===== src/sv/pocl_pkg.sv =====
// Package for the pair offset closure table: sizes, field positions, codes,
// controller/datapath command and status structs, and the offset clip function.
// Used by every module of the block but pocl_ram; depends on nothing.
`default_nettype none

package pocl_pkg;

    // Table geometry and number formats.
    localparam int MAX_IMAGES = 64;
    localparam int OFS_W      = 20;
    localparam int IN_W       = 20;
    localparam int FRAC_BITS  = 4;
    localparam int IDX_W      = $clog2(MAX_IMAGES);
    localparam int CNT_W      = 7;
    localparam int DIM_W      = 13;
    localparam int LOOP_W     = ((IDX_W + 1) > CNT_W) ? (IDX_W + 1) : CNT_W;
    localparam int ADDR_W     = 2 * IDX_W;
    localparam int TBL_DEPTH  = 1 << ADDR_W;
    localparam int ROW_DEPTH  = 1 << IDX_W;
    localparam int ENT_W      = 2 * OFS_W;
    localparam int CLIP_W     = ((IN_W > OFS_W) ? IN_W : OFS_W) + 2;
    localparam int MAG_W      = OFS_W + 1;
    localparam int CMP_W      = (MAG_W > (DIM_W + FRAC_BITS)) ? MAG_W : (DIM_W + FRAC_BITS);

    // Stream and configuration port widths.
    localparam int FIELD_IDX_W = 6;
    localparam int KIND_W      = 2;
    localparam int S_DATA_W    = 56;
    localparam int M_DATA_W    = 8;
    localparam int CFG_ADDR_W  = 2;
    localparam int CFG_DATA_W  = 13;

    // Input word field positions.
    localparam int RI_LSB  = 0;
    localparam int TI_LSB  = RI_LSB + FIELD_IDX_W;
    localparam int ACC_BIT = TI_LSB + FIELD_IDX_W;
    localparam int OX_LSB  = ACC_BIT + 1;
    localparam int OY_LSB  = OX_LSB + IN_W;

    // Configuration register indexes.
    localparam logic [CFG_ADDR_W-1:0] CFG_IMAGE_COUNT  = 2'd0;
    localparam logic [CFG_ADDR_W-1:0] CFG_IMAGE_WIDTH  = 2'd1;
    localparam logic [CFG_ADDR_W-1:0] CFG_IMAGE_HEIGHT = 2'd2;

    // Configuration reset values.
    localparam logic [CNT_W-1:0] RST_IMAGE_COUNT = 7'd64;
    localparam logic [DIM_W-1:0] RST_IMAGE_DIM   = 13'd512;

    // Saturation bounds of a stored offset.
    localparam logic signed [CLIP_W-1:0] OFS_MAX_W =
        (CLIP_W'(1) <<< (OFS_W - 1)) - CLIP_W'(1);
    localparam logic signed [CLIP_W-1:0] OFS_MIN_W = -OFS_MAX_W - CLIP_W'(1);

    typedef enum logic [KIND_W-1:0] {
        KIND_CHECK = 2'd0,
        KIND_LINK  = 2'd1,
        KIND_CLEAR = 2'd2
    } t_kind;

    // Table write selections.
    typedef enum logic [2:0] {
        WR_NONE,
        WR_ZERO,
        WR_DIRECT,
        WR_DIRECT_NEG,
        WR_SUM,
        WR_SUM_NEG
    } t_wr;

    // Table read address selections.
    typedef enum logic [1:0] {
        RD_PAIR,
        RD_COL,
        RD_ROW
    } t_rd;

    typedef struct packed {
        logic              accept;
        logic              tbl_rd_en;
        t_rd               tbl_rd_sel;
        t_wr               wr;
        logic [ADDR_W-1:0] clr_addr;
        logic [LOOP_W-1:0] a;
        logic [LOOP_W-1:0] b;
        logic              col_wr;
        logic              row_wr;
        logic              col_rd_en;
        logic              row_rd_en;
        logic [LOOP_W-1:0] row_rd_idx;
        logic              set_ok;
        logic              set_linked;
        logic              load_out;
    } t_cmd;

    typedef struct packed {
        t_kind             kind;
        logic              link_go;
        logic              g1;
        logic              pair_active;
        logic              out_busy;
        logic [LOOP_W-1:0] n;
    } t_sts;

    typedef struct packed {
        logic signed [OFS_W-1:0] val;
        logic                    sat;
    } t_clip;

    // Clip a wide signed value into the stored offset range.
    function automatic t_clip clip_ofs(input logic signed [CLIP_W-1:0] v);
        t_clip r;
        if (v > OFS_MAX_W) begin
            r.val = OFS_MAX_W[OFS_W-1:0];
            r.sat = 1'b1;
        end else if (v < OFS_MIN_W) begin
            r.val = OFS_MIN_W[OFS_W-1:0];
            r.sat = 1'b1;
        end else begin
            r.val = v[OFS_W-1:0];
            r.sat = 1'b0;
        end
        return r;
    endfunction

endpackage

`default_nettype wire


===== src/sv/pocl_ctrl.sv =====
// Controller of the pair offset closure table: sequences item decode, the
// table clearing sweep, direct writes, snapshot and closure scan. Uses pocl_pkg.
`default_nettype none

module pocl_ctrl (
    input  wire logic           i_clk,
    input  wire logic           i_rst_n,
    input  wire logic           i_s_tvalid,
    output logic                o_s_tready,
    input  wire pocl_pkg::t_sts i_sts,
    output pocl_pkg::t_cmd      o_cmd
);

    typedef enum logic [3:0] {
        ST_CLR_INIT,
        ST_IDLE,
        ST_DECODE,
        ST_EVAL,
        ST_W_NEG,
        ST_S_COL,
        ST_S_ROW,
        ST_S_WR,
        ST_A_RD,
        ST_A_CHK,
        ST_B_CHK,
        ST_B_WR,
        ST_CLEAR,
        ST_DONE
    } t_state;

    t_state                      r_state;
    t_state                      n_state;
    logic [pocl_pkg::LOOP_W-1:0] r_a;
    logic [pocl_pkg::LOOP_W-1:0] n_a;
    logic [pocl_pkg::LOOP_W-1:0] r_b;
    logic [pocl_pkg::LOOP_W-1:0] n_b;
    logic [pocl_pkg::ADDR_W-1:0] r_clr;
    logic [pocl_pkg::ADDR_W-1:0] n_clr;

    logic [pocl_pkg::LOOP_W-1:0] a_inc;
    logic [pocl_pkg::LOOP_W-1:0] b_inc;
    logic                        a_last;
    logic                        b_last;

    assign a_inc      = r_a + 1'b1;
    assign b_inc      = r_b + 1'b1;
    assign a_last     = a_inc >= i_sts.n;
    assign b_last     = b_inc >= i_sts.n;
    assign o_s_tready = (r_state == ST_IDLE);

    // Next state and commands.
    always_comb begin
        n_state = r_state;
        n_a     = r_a;
        n_b     = r_b;
        n_clr   = r_clr;

        o_cmd            = '0;
        o_cmd.a          = r_a;
        o_cmd.b          = r_b;
        o_cmd.clr_addr   = r_clr;
        o_cmd.row_rd_idx = r_b;

        unique case (r_state)
            ST_CLR_INIT: begin
                o_cmd.wr = pocl_pkg::WR_ZERO;
                n_clr    = r_clr + 1'b1;
                if (&r_clr) begin
                    n_state = ST_IDLE;
                end
            end
            ST_IDLE: begin
                if (i_s_tvalid) begin
                    o_cmd.accept = 1'b1;
                    n_state      = ST_DECODE;
                end
            end
            ST_DECODE: begin
                case (i_sts.kind)
                    pocl_pkg::KIND_CHECK, pocl_pkg::KIND_LINK: begin
                        o_cmd.tbl_rd_en  = 1'b1;
                        o_cmd.tbl_rd_sel = pocl_pkg::RD_PAIR;
                        n_state          = ST_EVAL;
                    end
                    pocl_pkg::KIND_CLEAR: begin
                        n_clr   = '0;
                        n_state = ST_CLEAR;
                    end
                    default: begin
                        n_state = ST_DONE;
                    end
                endcase
            end
            ST_EVAL: begin
                if (i_sts.kind == pocl_pkg::KIND_CHECK) begin
                    o_cmd.set_ok = 1'b1;
                    n_state      = ST_DONE;
                end else if (i_sts.link_go) begin
                    o_cmd.wr         = pocl_pkg::WR_DIRECT;
                    o_cmd.set_linked = 1'b1;
                    n_state          = ST_W_NEG;
                end else begin
                    n_state = ST_DONE;
                end
            end
            ST_W_NEG: begin
                o_cmd.wr = pocl_pkg::WR_DIRECT_NEG;
                n_a      = '0;
                n_state  = ST_S_COL;
            end
            // Snapshot: column entry of image a, then row entry, then store.
            ST_S_COL: begin
                o_cmd.tbl_rd_en  = 1'b1;
                o_cmd.tbl_rd_sel = pocl_pkg::RD_COL;
                n_state          = ST_S_ROW;
            end
            ST_S_ROW: begin
                o_cmd.col_wr     = 1'b1;
                o_cmd.tbl_rd_en  = 1'b1;
                o_cmd.tbl_rd_sel = pocl_pkg::RD_ROW;
                n_state          = ST_S_WR;
            end
            ST_S_WR: begin
                o_cmd.row_wr = 1'b1;
                if (a_last) begin
                    n_a     = '0;
                    n_state = ST_A_RD;
                end else begin
                    n_a     = a_inc;
                    n_state = ST_S_COL;
                end
            end
            // Closure scan, outer loop over the reference group.
            ST_A_RD: begin
                o_cmd.col_rd_en = 1'b1;
                n_state         = ST_A_CHK;
            end
            ST_A_CHK: begin
                if (i_sts.g1) begin
                    o_cmd.row_rd_en  = 1'b1;
                    o_cmd.row_rd_idx = '0;
                    n_b              = '0;
                    n_state          = ST_B_CHK;
                end else if (a_last) begin
                    n_state = ST_DONE;
                end else begin
                    n_a     = a_inc;
                    n_state = ST_A_RD;
                end
            end
            // Inner loop over the template group; a written pair passes through ST_B_CHK and ST_B_WR.
            ST_B_CHK, ST_B_WR: begin
                if (r_state == ST_B_CHK && i_sts.pair_active) begin
                    o_cmd.wr = pocl_pkg::WR_SUM;
                    n_state  = ST_B_WR;
                end else begin
                    if (r_state == ST_B_WR) begin
                        o_cmd.wr = pocl_pkg::WR_SUM_NEG;
                    end
                    if (!b_last) begin
                        o_cmd.row_rd_en  = 1'b1;
                        o_cmd.row_rd_idx = b_inc;
                        n_b              = b_inc;
                        n_state          = ST_B_CHK;
                    end else if (a_last) begin
                        n_state = ST_DONE;
                    end else begin
                        n_a     = a_inc;
                        n_state = ST_A_RD;
                    end
                end
            end
            ST_CLEAR: begin
                o_cmd.wr = pocl_pkg::WR_ZERO;
                n_clr    = r_clr + 1'b1;
                if (&r_clr) begin
                    n_state = ST_DONE;
                end
            end
            ST_DONE: begin
                if (!i_sts.out_busy) begin
                    o_cmd.load_out = 1'b1;
                    n_state        = ST_IDLE;
                end
            end
            default: begin
                n_state = ST_IDLE;
            end
        endcase
    end

    // State and loop counters.
    always_ff @(posedge i_clk) begin
        if (!i_rst_n) begin
            r_state <= ST_CLR_INIT;
            r_a     <= '0;
            r_b     <= '0;
            r_clr   <= '0;
        end else begin
            r_state <= n_state;
            r_a     <= n_a;
            r_b     <= n_b;
            r_clr   <= n_clr;
        end
    end

    // The table is never written while a new word may be taken.
    a_ready_no_write: assert property (@(posedge i_clk) disable iff (!i_rst_n)
        o_s_tready |-> (o_cmd.wr == pocl_pkg::WR_NONE))
        else $error("table write while ready for input");

    // A result is loaded only into a free output stage.
    a_load_free: assert property (@(posedge i_clk) disable iff (!i_rst_n)
        o_cmd.load_out |-> !i_sts.out_busy)
        else $error("result loaded over a pending output word");

    // An accepted word is decoded on the next cycle.
    a_accept_decode: assert property (@(posedge i_clk) disable iff (!i_rst_n)
        (i_s_tvalid && o_s_tready) |=> (r_state == ST_DECODE))
        else $error("accepted word not decoded");

    // The mirrored closure write always follows its direct write.
    a_mirror_follows: assert property (@(posedge i_clk) disable iff (!i_rst_n)
        (r_state == ST_B_WR) |-> $past(o_cmd.wr == pocl_pkg::WR_SUM))
        else $error("mirrored write without a preceding sum write");

endmodule

`default_nettype wire


===== config.mk =====
export PLATFORM = sky130hd
export DESIGN_NAME = pocl_ctrl
export DESIGN_NICKNAME = d
export VERILOG_FILES = /design/src/sv/pocl_pkg.sv /design/src/sv/pocl_ctrl.sv
export SDC_FILE = /design/constraint.sdc
export NUM_CORES = 1
export LEC_CHECK = 0
export BUFFER_PORTS_ARGS = -buffer_cell sky130_fd_sc_hd__buf_4
export CAP_MARGIN = 20
export CORE_MARGIN = 3
export CORE_UTILIZATION = 25
export CTS_CLUSTER_DIAMETER = 100
export DETAILED_ROUTE_END_ITERATION = 10
export PLACE_DENSITY = 0.47
export SLEW_MARGIN = 20
export SYNTH_ARGS = -nofsm -noshare
export SYNTH_HDL_FRONTEND = slang
export SYNTH_SLANG_ARGS = --single-unit

===== constraint.sdc =====
create_clock -name i_clk -period 3.4 [get_ports i_clk]
set_input_delay 0.68 -clock i_clk [delete_from_list [all_inputs] [get_ports i_clk]]
set_output_delay 0.68 -clock i_clk [all_outputs]
set_load 0.02 [all_outputs]

==> impl_metrics.json, run 1 <==
{
  "antenna_found_initial": 0,
  "drc_errors": 0,
  "switchingPower_uw": 196.1,
  "pre_cts_slack_ns": 0.02055,
  "pin_count": 64,
  "multi_input_area_sq_um": 1778,
  "htreeDepth": 2,
  "num_rows": 34,
  "worst_slack_ns": -0.04678,
  "drv_slew": 0,
  "drv_cap": 0,
  "crit_chain": "buf_4, and3_4, nand3_2, xnor2_2, ha_1, nand2_2, o21ai_4, a2111oi_4, o31ai_4, buf_4, a22o_1, buf_6",
  "nets": 408,
  "area_growth_pct": 44.90,
  "n_fill_cell": 914,
  "ir_drop_uv": 98.16,
  "cellLeakagePower_uw": 0.001438,
  "violations": "setup timing",
  "critical_path_class": "flop to output pin",
  "drive_gt1_share_pct": 34.84,
  "timing.rr.end": "r_a[3]",
  "power_density_nw_per_um2": 222.7,
  "yosysSeqAreaShare_pct": 26.16,
  "grt_pass1_vias": 2361,
  "drt_pass1_iterations": 4,
  "finalHoldViolCount": 0,
  "seq_power_share_pct": 48.4,
  "cp_max_fo": 5,
  "final_area_sq_um": 3327,
  "chipHeight_um": 101.8,
  "synth_cells": 294,
  "setup_violations": 4,
  "timing.final.crit_share_pct": 101.4,
  "ys_ff_latch": 30,
  "routed_wl_mm": 7.008,
  "async_flop_share_pct": 0,
  "cts-root-buf": "clkbuf_8",
  "switching_share_pct": 26.46,
  "critPathMaxStageDelay_ns": 0.38,
  "grtUsageTotal_pct": 13.99,
  "start_util_pct": 26.07,
  "grt_max_degree": 17,
  "required_ns": 2.72,
  "wl_per_cell_um": 14.48,
  "pwr-share-clk_pct": 42.9,
  "worst_slew_pin_slew_ns": 0.7397,
  "path_common_cell": "buf_4",
  "tritoncts": "yes",
  "clkSinkCount": 30,
  "hold_buffers": 0,
  "slew_headroom_pct": 50.36,
  "startpoint": "r_b[0]",
  "end_kind": "output pin",
  "die_width_um": 101.8,
  "fin_crit_ns": 3.447,
  "cpMaxStageDelayCell": "a2111oi_4",
  "skew_ns": 0.003998,
  "synth-edff-count": 0,
  "overflow": 0,
  "syn_area_per_cell_sq_um": 7.809,
  "hp-class": "flop to flop",
  "startpoint_type": "flop",
  "dpl.hpwl_mm": 5.209,
  "fp.dieArea_sq_um": 10370,
  "num_vias": 2390,
  "synth_nets": 327,
  "gp_congestion": 0.8493,
  "grt_pass1_wl_mm": 11.76,
  "io_buffers": 63,
  "ys_types": 52,
  "clk_pin_slew_ns": 0.07,
  "rr_worst_depth": 13,
  "placeableCoreArea_sq_um": 8806,
  "cts_buffer_depth": 2,
  "clock_latency_ns": 0.28,
  "numCtsBuffers": 5,
  "outcome": "finished, violations left",
  "ant_nets": 0,
  "fin_setup_tns_ns": -0.1116,
  "synth_top_flop_cell": "dfxtp_1",
  "r2r_slack_ns": 0.45,
  "total_power_uw": 741.0,
  "internal_power_uw": 545.0,
  "cp_data_arrival_time_ns": 2.77,
  "rsz0062_at_grt": "true",
  "r2r-start": "r_b[0]",
  "vias_per_cell": 4.938,
  "syn_area_sq_um": 2296,
  "ys.warnings.count": 0,
  "combPwrFrac_pct": 8.8,
  "num_antenna_cells": 0,
  "dpl_cell_area_sq_um": 2983,
  "endpoint": "o_cmd[8]",
  "max_freq_mhz": 290.1,
  "seqCellArea_sq_um": 604.3,
  "drt_iter0_drc": 70
}
-- power by group through the flow --
| stage | registers, uW | logic, uW | clock network (uW) |
|---|---|---|---|
| after floorplan | 370 | 29.0 | 0 |
| final | 358 | 65.0 | 318 |
| after CTS | 359 | 64.7 | 330 |
| after global routing | 359 | 73.1 | 340 |
| after detailed placement | 367 | 62.3 | 0 |
| after global placement | 367 | 61.5 | 0 |
-- area by class of cell --
cell class / instances / area share [%]
multi-input cells: 237 / 53.44
repair buffers: 84 / 19.56
flip-flops and latches: 30 / 18.16
well taps: 108 / 4.062
clock buffers: 6 / 2.482
inverters: 17 / 1.918
clock inverters: 2 / 0.3761
-- flip-flops by register name, summed over array words and instances (netlist names) --
signal / count
r_state: 4
r_clr: 12
r_b: 7
r_a: 7
-- metrics by stage --
| step | hold WS, ns | util [%] | std cells |
|---|---|---|---|
| after detailed placement | 0.4911 | 33.87 | 468 |
| final | 0.4962 | 37.78 | 484 |
| after global placement | 0.4911 | 33.87 | 468 |
| after CTS | 0.5021 | 36.89 | 482 |
| after floorplan | 0.5658 | - | 294 |
| after global routing | 0.5631 | 37.78 | 484 |
-- logic make-up after synthesis --
family          after synthesis  synth area share, %
fa+ha+maj                    17                9.264
mux                           1               0.4904
compound gates               78                26.43
buf+inv                      27                4.578
flops                        30                26.16
simple gates                123                26.21
xor+xnor                     18                6.866
-- how the worst min path moves through the flow --
| stage | start | to | slack, ns | depth (start not counted) |
|---|---|---|---|---|
| after floorplan | r_a[6] | r_a[6] | 0.57 | 2 |
| after global routing | r_a[5] | r_a[5] | 0.56 | 2 |
| final | r_a[6] | r_a[6] | 0.50 | 2 |
| after detailed placement | r_a[6] | r_a[6] | 0.49 | 2 |
| after global placement | r_a[6] | r_a[6] | 0.49 | 2 |
| after CTS | r_a[6] | r_a[6] | 0.50 | 2 |
-- synth_stat cells, types with 6 or more instances --
cell type	n	area share (%)
nor3_1	7	1.5
nand3_1	20	4.4
xor2_1	8	3.1
o21ai_0	9	2.0
xnor2_1	10	3.8
clkbuf_1	7	1.1
nand2_1	24	3.9
nor2_1	33	5.4
and2_1	6	1.6
and3_1	8	2.2
dfxtp_1	30	26
or3_1	8	2.2
ha_1	17	9.3
a21oi_1	21	4.6
inv_1	14	2.3
-- timing repair --
action | CTS | global route
pin swaps | 14 | 12
endpoints found under the hold margin | 0 | 0
cloned | 1 | 0
setup buffers | 5 | 2
resized for setup | 23 | 10
setup endpoints to repair | 8 | 8
-- placed cells by master, fill, tap and decap left out, types with 3 or more instances in the layout --
| master | synthesis | layout |
|---|---|---|
| and3_1 | 8 | 5 |
| o21ai_0 | 9 | 9 |
| nand4_1 | 5 | 5 |
| o21ai_1 | 4 | 4 |
| a2111oi_4 | 1 | 3 |
| a21oi_2 | 0 | 3 |
| nand2b_1 | 4 | 4 |
| nor2_1 | 33 | 32 |
| xnor2_1 | 10 | 8 |
| dfxtp_1 | 30 | 27 |
| nand3_1 | 20 | 17 |
| buf_4 | 0 | 77 |
| xor2_1 | 8 | 8 |
| clkbuf_8 | 0 | 6 |
| and3_4 | 0 | 3 |
| buf_6 | 0 | 6 |
| inv_2 | 3 | 3 |
| dfxtp_2 | 0 | 3 |
| o22ai_1 | 3 | 3 |
| a22o_1 | 3 | 3 |
| or3_1 | 8 | 8 |
| o211ai_1 | 3 | 3 |
| a21oi_1 | 21 | 17 |
| inv_1 | 14 | 14 |
| a22oi_1 | 4 | 4 |
| ha_1 | 17 | 15 |
| and2_1 | 6 | 6 |
| nor2b_1 | 3 | 3 |
| a21o_1 | 3 | 3 |
| nor3_1 | 7 | 7 |
| nand2_1 | 24 | 22 |
-- critical path, delay by kind of cell (launching register included) --
| family | cells | cell delay, ns |
|---|---|---|
| compound gates | 4 | 0.84 |
| buf+inv | 3 | 0.43 |
| simple gates | 3 | 0.41 |
| flops | 1 | 0.36 |
| fa+ha+maj | 1 | 0.29 |
| xor+xnor | 1 | 0.16 |
-- metal layers --
metal / GRT usage (%) / wire, um / vias to the layer above
li1: - / - / 1239
met1: 19.54 / 3487 / 1098
met2: 22.13 / 3163 / 51
met3: 3.072 / 320 / 2
met4: 3.229 / 37 / 0
met5: 0 / 0 / -
Power figures use the tool's default switching activity.
==> run 2, diff against run 1 <==
--- a/config.mk
+++ b/config.mk
@@ -5,9 +5,10 @@
 export SDC_FILE = /design/constraint.sdc
 export NUM_CORES = 1
 export LEC_CHECK = 0
+export ABC_AREA = 1
 export BUFFER_PORTS_ARGS = -buffer_cell sky130_fd_sc_hd__buf_4
 export CAP_MARGIN = 20
-export CORE_MARGIN = 3
+export CORE_MARGIN = 2
 export CORE_UTILIZATION = 25
 export CTS_CLUSTER_DIAMETER = 100
 export DETAILED_ROUTE_END_ITERATION = 10
==> impl_metrics.json, run 2 <==
{
  "required_ns": 2.72,
  "drt_pass1_iterations": 4,
  "drv_slew": 0,
  "ir_drop_uv": 117.1,
  "wl_per_cell_um": 12.26,
  "grtUsageTotal_pct": 13.92,
  "chipHeight_um": 98.44,
  "cp_max_fo": 5,
  "synth-edff-count": 0,
  "synth_top_flop_cell": "dfxtp_1",
  "synth_nets": 386,
  "end_kind": "output pin",
  "tritoncts": "yes",
  "dpl_cell_area_sq_um": 2845,
  "overflow": 0,
  "final_util_pct": 34.72,
  "final_cells": 537,
  "htreeDepth": 2,
  "ys.warnings.count": 0,
  "yosysSeqAreaShare_pct": 26.94,
  "antenna_found_initial": 0,
  "fp.dieArea_sq_um": 9690,
  "async_flop_share_pct": 0,
  "yosysTopAreaCell": "dfxtp_1",
  "drt_iter0_drc": 48,
  "largest_reg_flops": 12,
  "place_inst": 525,
  "cp_data_arrival_time_ns": 2.53,
  "clk_pin_slew_ns": 0.07,
  "layout_commonest_cell": "nand2_1",
  "grt_pass1_vias": 2316,
  "dpl.hpwl_mm": 5.225,
  "n_fill_cell": 996,
  "num_rows": 34,
  "mostFrequentLayoutCells": "nand2_1 (86), buf_4 (69), inv_1 (46)",
  "power_density_nw_per_um2": 239.9,
  "synthTopCellsByCount": "nand2_1 (87), inv_1 (46), nor2_1 (38), dfxtp_1 (30), nand3_1 (27)",
  "drive_gt1_share_pct": 26.11,
  "synth_top_cells_by_area": "dfxtp_1 (27%), nand2_1 (15%), ha_1 (9.5%)",
  "ys_ff_latch": 30,
  "critPathMaxStageDelay_ns": 0.34,
  "synth_cells": 353,
  "finalHoldViolCount": 0,
  "num_antenna_cells": 0,
  "cts-root-buf": "clkbuf_8",
  "slew_headroom_pct": 57.87,
  "clock_latency_ns": 0.29,
  "io_buffers": 63,
  "worst_slew_pin_slew_ns": 0.6281,
  "ys_types": 30,
  "ant_nets": 0,
  "grt_pass1_wl_mm": 11.11,
  "vias_per_cell": 4.490,
  "gp_congestion": 0.8722,
  "die_width_um": 98.44,
  "start_util_pct": 25.69,
  "timing.final.crit_share_pct": 94.48,
  "critical_path_class": "flop to output pin",
  "routed_wl_mm": 6.584,
  "whs_ns": 0.5007,
  "reg_top3": "r_clr: 12 flops, r_a: 7 flops, r_b: 7 flops",
  "clkSinkCount": 30,
  "startpoint_type": "flop",
  "top_register": "r_clr",
  "synth_top_cell_area_share_pct": 26.94,
  "fin_crit_ns": 3.212,
  "area_growth_pct": 35.13,
  "hold_buffers": 0,
  "syn_area_sq_um": 2230,
  "nets": 461,
  "crit_chain": "buf_4, nand3_1, nand3b_1, xor2_2, inv_1, ha_1, nand2_1, nor2_1, nor2_4, nand3_4, nand2_1, o22ai_2, buf_4",
  "cpMaxStageDelayCell": "dfxtp_1",
  "drv_cap": 0,
  "outcome": "complete, no violations",
  "placeableCoreArea_sq_um": 8678,
  "yosysMostFrequentCell": "nand2_1",
  "numCtsBuffers": 5,
  "pin_count": 64,
  "skew_ns": 0.008508,
  "hp-class": "flop to flop",
  "setup_violations": 0,
  "cts_buffer_depth": 2,
  "final_area_sq_um": 3013,
  "rsz0062_at_grt": "true",
  "drc_errors": 0,
  "grt_max_degree": 20,
  "num_vias": 2411,
  "cellLeakagePower_uw": 0.001561,
  "max_freq_mhz": 311.3,
  "syn_area_per_cell_sq_um": 6.316
}
-- run 2: cell count changes in the layout (fill, tap and decap cells not counted), sizes merged, moves of 6 or more --
| cell | previous run | this run |
|---|---|---|
| nand2 | 24 | 92 |
| inv | 17 | 57 |
| buf | 84 | 69 |
| nand3 | 20 | 31 |
| nor2 | 34 | 44 |
| and3 | 8 | 0 |
| or3 | 8 | 0 |
| xnor2 | 10 | 2 |
| o21ai | 16 | 22 |
-- run 2: final timing paths --
path / slack, ns / depth (start not counted) / start / to
max: 0.19 / 13 / r_b[0] / o_cmd[8]
min: 0.50 / 2 / r_clr[4] / r_clr[4]
max reg2reg: 0.60 / 16 / r_b[0] / r_a[4]
min reg2reg: 0.50 / 2 / r_clr[4] / r_clr[4]
-- run 2: cell families after synthesis --
logic type / Yosys count / share of synthesized area [%]
and+or+nand+nor: 184 / 36.48
buffers and inverters: 60 / 10.44
AOI/OAI and AO/OA: 51 / 12.29
DFF: 30 / 26.94
adders and majority gates: 17 / 9.540
xor gates and xnor gates: 11 / 4.321
-- run 2: routing by layer --
layer / global-route usage, % / wire length, um
met5: 0 / 0
met3: 1.986 / 295
met4: 4.320 / 76
met2: 23.44 / 3114
met1: 18.46 / 3097
-- run 2: area by class of cell --
| type | instances | area (sq um) | area share (%) |
|---|---|---|---|
| clock buffer | 6 | 82.58 | 2.741 |
| clock inverter | 2 | 12.51 | 0.4153 |
| inverter | 58 | 220.2 | 7.309 |
| multi-input combinational | 264 | 1443 | 47.88 |
| sequential | 30 | 601.8 | 19.98 |
| tap | 108 | 135.1 | 4.485 |
| timing repair buffer | 69 | 518.0 | 17.19 |
-- run 2: through the flow --
step	setup WS (ns)	total power (uW)	setup TNS [ns]
5_1_grt	-0.06704	761.7	-0.3034
3_5_place_dp	0.2123	422.3	0
4_1_cts	0.005466	739.1	0
2_1_floorplan	0.2603	392.4	0
3_3_place_gp	0.2713	421.8	0
6_report	0.1875	722.8	0
-- run 2: worst max-delay path: cells and delay by family, from the launching register on --
family / cells / cell delay (ns)
AO/OA/AOI/OAI: 1 / 0.15
flip-flops: 1 / 0.34
AND/OR/NAND/NOR: 7 / 0.91
XOR/XNOR: 1 / 0.20
buffers and inverters: 3 / 0.38
adder cells (fa/ha/maj): 1 / 0.26
-- run 2: timing repair --
action	in CTS	in global routing
cloned	1	0
resized for setup	1	10
hold endpoints to repair	0	0
setup buffers	0	3
pin swaps	1	5
setup endpoints to repair	7	8
-- run 2: power breakdown --
group / switching (uW) / internal, uW / leakage, uW
combinational: 30.9 / 23.9 / 0.00127
sequential: 4.62 / 354 / 0.000243
clock: 146 / 163 / 0.0000472
